===== src/design/fpmm_pkg.sv =====
`default_nettype none
package fpmm_pkg;

    // matrix geometry and element widths
    localparam int MAX_DIM    = 8;
    localparam int DIM_BITS   = 3;
    localparam int CNT_BITS   = 4;
    localparam int ADDR_BITS  = 2 * DIM_BITS;
    localparam int DEPTH      = MAX_DIM * MAX_DIM;
    localparam int VALUE_BITS = 16;
    localparam int PROD_BITS  = 2 * VALUE_BITS;
    localparam int SUM_BITS   = 40;

    // input item kinds
    typedef enum logic [1:0] {
        CMD_LOAD_A  = 2'd0,
        CMD_LOAD_B  = 2'd1,
        CMD_COMPUTE = 2'd2
    } cmd_t;

    // configuration register indexes
    localparam logic [1:0] CFG_ROW_COUNT   = 2'd0;
    localparam logic [1:0] CFG_INNER_COUNT = 2'd1;
    localparam logic [1:0] CFG_COL_COUNT   = 2'd2;

    // sequencer states
    typedef enum logic [1:0] {
        ST_IDLE,
        ST_READ,
        ST_DRAIN
    } state_t;

    // tag that travels with each memory read through the mac pipeline
    typedef struct packed {
        logic valid;
        logic first;
        logic last;
    } issue_t;

    // one finished element handed to the output register
    typedef struct packed {
        logic                valid;
        logic [DIM_BITS-1:0] row;
        logic [DIM_BITS-1:0] col;
        logic                last;
    } emit_t;

endpackage
`default_nettype wire


===== src/design/fixed_point_matrix_multiply.sv =====
`default_nettype none
// Load items (A or B element) are accepted back to back while no compute is running.
// A compute item holds off input until the last result element has gone to the output
// register: each element reads both memories once for each of its inner_count terms,
// then waits as read, multiply and accumulate drain before the result is registered.
// aresetn is synchronous, active low: sizes return to 1, the element memories keep
// their contents and are undefined until loaded.
module fixed_point_matrix_multiply (
    input  wire logic        aclk,
    input  wire logic        aresetn,
    // input stream
    input  wire logic        s_tvalid,
    output logic             s_tready,
    input  wire logic [23:0] s_tdata,   // row_index[2:0], col_index[5:3], element_value[21:6]
    input  wire logic [1:0]  s_tuser,   // command[1:0]
    // result stream
    output logic             m_tvalid,
    input  wire logic        m_tready,
    output logic [47:0]      m_tdata,   // out_row[2:0], out_col[5:3], product_value[45:6]
    output logic             m_tlast,
    // configuration writes
    input  wire logic        cfg_valid,
    output logic             cfg_ready,
    input  wire logic [1:0]  cfg_index,
    input  wire logic [3:0]  cfg_data
);
    import fpmm_pkg::*;

    logic [CNT_BITS-1:0]   row_count_reg;
    logic [CNT_BITS-1:0]   inner_count_reg;
    logic [CNT_BITS-1:0]   col_count_reg;
    logic [CNT_BITS-1:0]   cfg_size;
    logic                  cfg_fire;

    logic                  s_fire;
    logic [DIM_BITS-1:0]   ld_row;
    logic [DIM_BITS-1:0]   ld_col;
    logic [VALUE_BITS-1:0] ld_value;
    logic                  wr_a, wr_b, start;

    logic                  idle;
    issue_t                issue;
    emit_t                 emit;
    logic [ADDR_BITS-1:0]  a_addr, b_addr;
    logic [VALUE_BITS-1:0] a_data, b_data;
    logic signed [SUM_BITS-1:0] sum;
    logic                  acc_done;
    logic                  out_free;

    logic                  m_valid_reg;
    logic [DIM_BITS-1:0]   m_row_reg;
    logic [DIM_BITS-1:0]   m_col_reg;
    logic [SUM_BITS-1:0]   m_sum_reg;
    logic                  m_last_reg;

    // size registers, clamped to 1..MAX_DIM on write
    assign cfg_ready = 1'b1;
    assign cfg_fire  = cfg_valid && cfg_ready;

    always_comb begin
        priority if (cfg_data == '0) begin
            cfg_size = CNT_BITS'(1);
        end else if (cfg_data > CNT_BITS'(MAX_DIM)) begin
            cfg_size = CNT_BITS'(MAX_DIM);
        end else begin
            cfg_size = cfg_data;
        end
    end

    always_ff @(posedge aclk) begin
        if (!aresetn) begin
            row_count_reg   <= CNT_BITS'(1);
            inner_count_reg <= CNT_BITS'(1);
            col_count_reg   <= CNT_BITS'(1);
        end else if (cfg_fire) begin
            if (cfg_index == CFG_ROW_COUNT) begin
                row_count_reg <= cfg_size;
            end
            if (cfg_index == CFG_INNER_COUNT) begin
                inner_count_reg <= cfg_size;
            end
            if (cfg_index == CFG_COL_COUNT) begin
                col_count_reg <= cfg_size;
            end
        end
    end

    // input transfer decode
    assign s_tready = idle;
    assign s_fire   = s_tvalid && s_tready;
    assign ld_row   = s_tdata[2:0];
    assign ld_col   = s_tdata[5:3];
    assign ld_value = s_tdata[21:6];
    assign wr_a     = s_fire && (s_tuser == CMD_LOAD_A);
    assign wr_b     = s_fire && (s_tuser == CMD_LOAD_B);
    assign start    = s_fire && (s_tuser == CMD_COMPUTE);

    // element memories, addressed row*MAX_DIM+col
    fpmm_ram #(
        .DEPTH (DEPTH),
        .WIDTH (VALUE_BITS)
    ) u_ram_a (
        .aclk    (aclk),
        .wr_en   (wr_a),
        .wr_addr ({ld_row, ld_col}),
        .wr_data (ld_value),
        .rd_addr (a_addr),
        .rd_data (a_data)
    );

    fpmm_ram #(
        .DEPTH (DEPTH),
        .WIDTH (VALUE_BITS)
    ) u_ram_b (
        .aclk    (aclk),
        .wr_en   (wr_b),
        .wr_addr ({ld_row, ld_col}),
        .wr_data (ld_value),
        .rd_addr (b_addr),
        .rd_data (b_data)
    );

    // loop sequencer
    fpmm_ctrl u_ctrl (
        .aclk        (aclk),
        .aresetn     (aresetn),
        .start       (start),
        .row_count   (row_count_reg),
        .inner_count (inner_count_reg),
        .col_count   (col_count_reg),
        .acc_done    (acc_done),
        .out_free    (out_free),
        .idle        (idle),
        .issue       (issue),
        .a_addr      (a_addr),
        .b_addr      (b_addr),
        .emit        (emit)
    );

    // multiply-accumulate datapath
    fpmm_mac u_mac (
        .aclk    (aclk),
        .aresetn (aresetn),
        .issue   (issue),
        .a_data  (a_data),
        .b_data  (b_data),
        .clear   (emit.valid),
        .sum     (sum),
        .done    (acc_done)
    );

    // output register
    assign out_free = !m_valid_reg || m_tready;

    always_ff @(posedge aclk) begin
        if (!aresetn) begin
            m_valid_reg <= 1'b0;
        end else if (emit.valid) begin
            m_valid_reg <= 1'b1;
        end else if (m_tready) begin
            m_valid_reg <= 1'b0;
        end
    end

    always_ff @(posedge aclk) begin
        if (emit.valid) begin
            m_row_reg  <= emit.row;
            m_col_reg  <= emit.col;
            m_sum_reg  <= sum;
            m_last_reg <= emit.last;
        end
    end

    assign m_tvalid = m_valid_reg;
    assign m_tdata  = {2'b00, m_sum_reg, m_col_reg, m_row_reg};
    assign m_tlast  = m_last_reg;

endmodule
`default_nettype wire


===== src/design/fpmm_ram.sv =====
`default_nettype none
module fpmm_ram #(
    parameter int DEPTH = 64,
    parameter int WIDTH = 16
) (
    input  wire logic                     aclk,
    input  wire logic                     wr_en,
    input  wire logic [$clog2(DEPTH)-1:0] wr_addr,
    input  wire logic [WIDTH-1:0]         wr_data,
    input  wire logic [$clog2(DEPTH)-1:0] rd_addr,
    output logic      [WIDTH-1:0]         rd_data
);

    logic [WIDTH-1:0] mem [DEPTH];

    // one write port, one registered read port
    always_ff @(posedge aclk) begin
        if (wr_en) begin
            mem[wr_addr] <= wr_data;
        end
        rd_data <= mem[rd_addr];
    end

endmodule
`default_nettype wire


===== src/design/fpmm_mac.sv =====
`default_nettype none
module fpmm_mac (
    input  wire logic                                 aclk,
    input  wire logic                                 aresetn,
    input  wire fpmm_pkg::issue_t                     issue,
    input  wire logic signed [fpmm_pkg::VALUE_BITS-1:0] a_data,
    input  wire logic signed [fpmm_pkg::VALUE_BITS-1:0] b_data,
    input  wire logic                                 clear,
    output logic signed      [fpmm_pkg::SUM_BITS-1:0]   sum,
    output logic                                      done
);
    import fpmm_pkg::*;

    issue_t                      tag_reg;
    issue_t                      ptag_reg;
    logic signed [PROD_BITS-1:0] prod_reg;
    logic signed [SUM_BITS-1:0]  acc_reg;
    logic signed [SUM_BITS-1:0]  prod_ext;
    logic                        done_reg;

    // tags follow the memory read latency, then the multiplier stage
    always_ff @(posedge aclk) begin
        if (!aresetn) begin
            tag_reg  <= '0;
            ptag_reg <= '0;
        end else begin
            tag_reg  <= issue;
            ptag_reg <= tag_reg;
        end
    end

    // registered product of the two read elements
    always_ff @(posedge aclk) begin
        prod_reg <= a_data * b_data;
    end

    assign prod_ext = SUM_BITS'(prod_reg);

    // accumulate, restarting on the first term of an element
    always_ff @(posedge aclk) begin
        if (ptag_reg.valid) begin
            if (ptag_reg.first) begin
                acc_reg <= prod_ext;
            end else begin
                acc_reg <= acc_reg + prod_ext;
            end
        end
    end

    // element finished flag, held until the sequencer takes it
    always_ff @(posedge aclk) begin
        if (!aresetn) begin
            done_reg <= 1'b0;
        end else if (clear) begin
            done_reg <= 1'b0;
        end else if (ptag_reg.valid && ptag_reg.last) begin
            done_reg <= 1'b1;
        end
    end

    assign sum  = acc_reg;
    assign done = done_reg;

endmodule
`default_nettype wire


===== src/design/fpmm_ctrl.sv =====
`default_nettype none
module fpmm_ctrl (
    input  wire logic                              aclk,
    input  wire logic                              aresetn,
    input  wire logic                              start,
    input  wire logic [fpmm_pkg::CNT_BITS-1:0]     row_count,
    input  wire logic [fpmm_pkg::CNT_BITS-1:0]     inner_count,
    input  wire logic [fpmm_pkg::CNT_BITS-1:0]     col_count,
    input  wire logic                              acc_done,
    input  wire logic                              out_free,
    output logic                                   idle,
    output fpmm_pkg::issue_t                       issue,
    output logic      [fpmm_pkg::ADDR_BITS-1:0]    a_addr,
    output logic      [fpmm_pkg::ADDR_BITS-1:0]    b_addr,
    output fpmm_pkg::emit_t                        emit
);
    import fpmm_pkg::*;

    state_t              state_reg, state_next;
    logic [DIM_BITS-1:0] i_reg, i_next;
    logic [DIM_BITS-1:0] j_reg, j_next;
    logic [DIM_BITS-1:0] k_reg, k_next;
    logic                k_end, j_end, i_end;

    assign k_end = (CNT_BITS'(k_reg) + CNT_BITS'(1)) == inner_count;
    assign j_end = (CNT_BITS'(j_reg) + CNT_BITS'(1)) == col_count;
    assign i_end = (CNT_BITS'(i_reg) + CNT_BITS'(1)) == row_count;

    // read addresses: A[i][k] and B[k][j]
    assign a_addr = {i_reg, k_reg};
    assign b_addr = {k_reg, j_reg};

    // state and loop counters
    always_ff @(posedge aclk) begin
        if (!aresetn) begin
            state_reg <= ST_IDLE;
            i_reg     <= '0;
            j_reg     <= '0;
            k_reg     <= '0;
        end else begin
            state_reg <= state_next;
            i_reg     <= i_next;
            j_reg     <= j_next;
            k_reg     <= k_next;
        end
    end

    // next state, counter stepping and outputs
    always_comb begin
        state_next  = state_reg;
        i_next      = i_reg;
        j_next      = j_reg;
        k_next      = k_reg;
        idle        = 1'b0;
        issue       = '0;
        emit.valid  = 1'b0;
        emit.row    = i_reg;
        emit.col    = j_reg;
        emit.last   = i_end && j_end;
        unique case (state_reg)
            ST_IDLE: begin
                idle = 1'b1;
                if (start) begin
                    state_next = ST_READ;
                    i_next     = '0;
                    j_next     = '0;
                    k_next     = '0;
                end
            end
            ST_READ: begin
                issue.valid = 1'b1;
                issue.first = (k_reg == '0);
                issue.last  = k_end;
                if (k_end) begin
                    k_next     = '0;
                    state_next = ST_DRAIN;
                end else begin
                    k_next = k_reg + DIM_BITS'(1);
                end
            end
            ST_DRAIN: begin
                if (acc_done && out_free) begin
                    emit.valid = 1'b1;
                    if (j_end) begin
                        j_next = '0;
                        if (i_end) begin
                            state_next = ST_IDLE;
                        end else begin
                            i_next     = i_reg + DIM_BITS'(1);
                            state_next = ST_READ;
                        end
                    end else begin
                        j_next     = j_reg + DIM_BITS'(1);
                        state_next = ST_READ;
                    end
                end
            end
            default: begin
                state_next = ST_IDLE;
            end
        endcase
    end

endmodule
`default_nettype wire

===== config.mk =====
export PLATFORM = sky130hd
export DESIGN_NAME = fixed_point_matrix_multiply
export DESIGN_NICKNAME = d
export VERILOG_FILES = /design/src/design/fpmm_pkg.sv /design/src/design/fixed_point_matrix_multiply.sv /design/src/design/fpmm_ram.sv /design/src/design/fpmm_mac.sv /design/src/design/fpmm_ctrl.sv
export SDC_FILE = /design/constraint.sdc
export NUM_CORES = 2
export LEC_CHECK = 0
export BUFFER_PORTS_ARGS = -buffer_cell sky130_fd_sc_hd__buf_2
export CAP_MARGIN = 20
export CORE_UTILIZATION = 40
export DETAILED_ROUTE_END_ITERATION = 6
export PLACE_DENSITY = 0.54
export SETUP_SLACK_MARGIN = 0.02
export SKIP_LAST_GASP = 1
export SLEW_MARGIN = 20
export SYNTH_ARGS = -nofsm -noshare
export SYNTH_HDL_FRONTEND = slang
export SYNTH_SLANG_ARGS = --single-unit

===== constraint.sdc =====
create_clock -name aclk -period 6.75 [get_ports aclk]
set_input_delay 1.35 -clock aclk [delete_from_list [all_inputs] [get_ports aclk]]
set_output_delay 1.35 -clock aclk [all_outputs]
set_load 0.05 [all_outputs]

==> summary by stage <==
Drt
The post-detailed-route wirelength per cell is 26.2 um. The final antenna-violating net count is 0. The aggregate routed wire length is ~240,000 um.

In this run, the number of DRC markers left after iteration 0 of detailed routing was 4,462. The routed layout has 50,814 vias. The number of vias per cell is 5.45. The number of design rule violations left after detail routing is 0. The first-pass detailed-route iteration total is 6.

Finish
The largest registers in the layout are u_ram_a.mem x1024, u_ram_b.mem x1024. The number of nets in the final layout is 6,375. The relative area change from synthesis to final layout is 12.7%. In the layout the commonest cells are edfxtp_1, mux2i_1, nand2_1. Leaving out fill and tap cells, the most frequent cell in the layout is edfxtp_1. Of the cells placed in the final design, the portion with a size suffix greater than 1 is 16.6%.

Leaving out filler cells and counting taps, the final layout contains 9,329.

Clock network
The maximum buffer depth of the clock tree is 3. After clock tree synthesis, the flow added hold-fix buffers numbering 0. The clock drives 2,230 sinks. The clock reaches the later pin of the worst-skew pair after 880 ps. Clock tree synthesis inserted a total of 223 buffers. Clock-pin slew was measured on the worst setup and hold paths at 60 ps.

The TritonCTS clock tree is done. The level count of the clock H-tree is 4. The number of post-CTS setup repair buffers is 0. The tree is rooted in a clkbuf_16.

The number of gates resized after CTS is 0.

STA
The number of pins with negative max-slew slack in the final report is 0. The worst hold margin is 433 ps. Setup total negative slack on the finished layout was measured at 0 ps. At the pin with the least slew margin, the transition time is 1170 ps.

The minimum clock period is around 6400 ps. The worst slew margin relative to its limit is 22.1%. Based on the critical path, the design can be clocked at up to 157 MHz. The final hold violation count is 0. Setup repair after global routing left no endpoint under its margin. After layout, the worst path uses 94.6% of the clock period. The setup clock skew after layout is 67.2 ps.

The count of final setup violators is 0.

Floorplan
The total core area is roughly 240,000 sq um. The width of the die is between 400 and 500 um. The initial utilization of the core area, before any placement, comes to 40.2%.

The total number of placement rows is 180. The floorplan die area is 244,000 sq um. The height of the die is 494 um. between 80 and 90 I/O pins were placed.

Status
The flow ran to the end, and the final reports show no timing, DRC or antenna violations.

Flow run
The tool flagged a number of max-cap violations equal to 0.

Setup path
The worst register-to-register path has a setup slack of 370 ps. In this design, the stage delay of the slowest critical-path cell is 540 ps. In this run the critical register-to-register path is captured at u_mac.prod_reg[30]$_DFF_P_. Data arrives at the worst endpoint at 7200 ps. The cell type of the slowest stage on the worst timing path is fa_1. By startpoint and endpoint, the worst setup path is classified as reg2reg.

The worst path required time is 7570 ps. The endpoint type of the worst setup path is a register. Among the stages of the critical path, the cell type that occurs most often is fa_1.

The startpoint of the lowest-slack register-to-register path is u_ram_a.rd_data[7]$_DFF_P_. Traced cell by cell, the critical path runs through and2_1, fa_1, inv_1, fa_1, fa_1, fa_1, inv_1, fa_1, fa_1, ha_1, a21o_1, a21o_1, a211o_1, a21oi_2, nor4b_2, o31ai_4, o21ai_1, a221o_1, a21oi_2, xnor2_1. The kind of launch point of the worst setup path is a register. The path depth of the worst reg2reg path is 20.

The worst-path maximum fanout is 9.

Global route
Entering global routing, the biggest net connects 113 pins. The number of antenna violations at the first check in global routing is 22. The via count of the first global-routing pass came to a little over 50,000. The wire length of the first global-routing pass is 355,000 um. Global routing used roughly a fifth of the available tracks. Summed over all layers, the global routing overflow is 0.

Yosys
The share of the Yosys chip area taken by registers is between 60% and 70%. The total number of yosys warnings is 0. The number of enable-type register cells in the synthesized netlist is roughly 2,100. The async set-reset flop share out of synthesis is 0%. The post-synthesis cell count is 5,715. The mapped netlist covers approximately 97,000 sq um. In this run, synthesis produced a sequential element count of 2,230.

A synthesized cell averages ~17 sq um. The synthesized netlist contains 69 unique library cells. The flip-flop cell with the highest count after synthesis is edfxtp_1.

Hold path
The tightest min-delay check is of the reg2reg type. Along the worst hold path, the cell count comes to 1. The endpoint of the worst hold-timing path is u_mac.ptag_reg[0]$_SDFF_PN0_.

The worst hold path begins at u_mac.tag_reg[0]$_SDFF_PN0_.

Placement
Including well taps, the total number of placed cells is 8,910. The placed wire-length estimate after detailed placement is 149,000 um. The count of buffers added on input and output ports is 83. Routability-driven placement finished with a final weighted congestion of 0.819.

Power
The maximum vdd drop is 0.283 mV. The areal power density over the cells is 290 nW/um^2. Summed over all cells, the static leakage comes to 35.0 nW.
## worst max-delay path by stage
stage                            endpoint  depth (start not counted)                        start
6_report       u_mac.prod_reg[30]$_DFF_P_                         20   u_ram_a.rd_data[7]$_DFF_P_
5_1_grt        u_mac.prod_reg[27]$_DFF_P_                         21   u_ram_b.rd_data[4]$_DFF_P_
4_1_cts        u_mac.prod_reg[27]$_DFF_P_                         21   u_ram_a.rd_data[5]$_DFF_P_
3_5_place_dp   u_mac.prod_reg[27]$_DFF_P_                         21   u_ram_a.rd_data[5]$_DFF_P_
3_3_place_gp   u_mac.prod_reg[27]$_DFF_P_                         21   u_ram_a.rd_data[5]$_DFF_P_
2_1_floorplan  u_mac.prod_reg[30]$_DFF_P_                         20  u_ram_a.rd_data[10]$_DFF_P_
## critical path: cells and delay by family, from the launching register on
| kind | cells | cell delay (ps) |
|---|---|---|
| AO/OA/AOI/OAI | 8 | 1900 |
| buffers and inverters | 2 | 100 |
| flip-flops | 1 | 450 |
| AND/OR/NAND/NOR | 2 | 400 |
| adder cells (fa/ha/maj) | 7 | 3340 |
| XOR/XNOR | 1 | 120 |
## cell type report
| type | instances | area, sq um |
|---|---|---|
| multi-input combinational | 2878 | 28400 |
| timing repair buffer | 298 | 2170 |
| antenna | 4 | 10.0 |
| clock buffer | 273 | 5790 |
| clock inverter | 142 | 1380 |
| fill | 20836 | 132000 |
| inverter | 319 | 1200 |
| tap | 3185 | 3990 |
| sequential | 2230 | 66000 |
## per-layer routing
metal  GRT usage [%]  wire (um)  vias to the layer above
met5               0         13                        -
met1            29.0     111000                    26571
met2            31.7     115000                     1407
li1                -          -                    22524
met4            5.07       5540                        2
met3            2.70      13300                      310
## through the flow
step                cell area [sq um]  setup WS [ps]  total power (W)  utilization [%]
global route                   109000           42.6           0.0330             45.3
global placement               102000           86.1           0.0197             42.3
detailed placement             102000           90.8           0.0198             42.3
floorplan                       96700            695           0.0188                -
finish                         109000            366           0.0316             45.3
CTS                            109000           76.9           0.0319             45.3
## logic make-up (layout without fill, tap and decap cells)
group / count (synthesis) / in the layout / share of synthesized area (%)
buffers and inverters: 608 / 1032 / 2.46
adders and majority gates: 388 / 388 / 7.06
DFF: 2230 / 2230 / 68.3
other: 2 / 7 / 0.00777
AOI/OAI and AO/OA: 818 / 818 / 5.54
and+or+nand+nor: 776 / 776 / 3.70
xor gates and xnor gates: 80 / 80 / 0.725
muxes: 813 / 813 / 12.2
## cells in the mapped netlist, types with 6 or more instances
| master | n | area share, % |
|---|---|---|
| edfxtp_1 | 2135 | 66 |
| mux2i_1 | 457 | 4.7 |
| nand2_1 | 330 | 1.3 |
| inv_1 | 319 | 1.2 |
| mux4_2 | 288 | 6.7 |
| fa_1 | 263 | 5.4 |
| a21oi_1 | 250 | 1.3 |
| o221ai_1 | 193 | 1.7 |
| nor2_1 | 184 | 0.71 |
| clkbuf_1 | 177 | 0.69 |
| and2_1 | 140 | 0.91 |
| o22ai_1 | 129 | 0.83 |
| o21ai_0 | 128 | 0.66 |
| ha_1 | 125 | 1.6 |
| dfxtp_1 | 95 | 2.0 |
| buf_2 | 70 | 0.36 |
| mux2_2 | 68 | 0.79 |
| xnor2_1 | 52 | 0.47 |
| buf_1 | 39 | 0.15 |
| a21o_1 | 31 | 0.24 |
| nor2b_1 | 28 | 0.18 |
| xor2_1 | 28 | 0.25 |
| nor3_1 | 19 | 0.098 |
| nand2b_1 | 16 | 0.10 |
| nand3_1 | 12 | 0.062 |
| o21a_1 | 11 | 0.085 |
| o21bai_1 | 9 | 0.070 |
| a31oi_1 | 8 | 0.052 |
| o211ai_1 | 8 | 0.062 |
| a211oi_1 | 7 | 0.054 |
| nand3b_1 | 7 | 0.054 |
| nor3b_1 | 7 | 0.054 |
| and3_1 | 6 | 0.039 |
| nand4_1 | 6 | 0.039 |
| o21ai_1 | 6 | 0.031 |
| o31ai_1 | 6 | 0.047 |
## power breakdown
| group | switching [W] | leakage [nW] | internal, W |
|---|---|---|---|
| Sequential | 0.0000827 | 20.0 | 0.0154 |
| Combinational | 0.00234 | 11.5 | 0.00170 |
| Clock | 0.00532 | 3.49 | 0.00681 |
(Power assumes the default switching activity.)
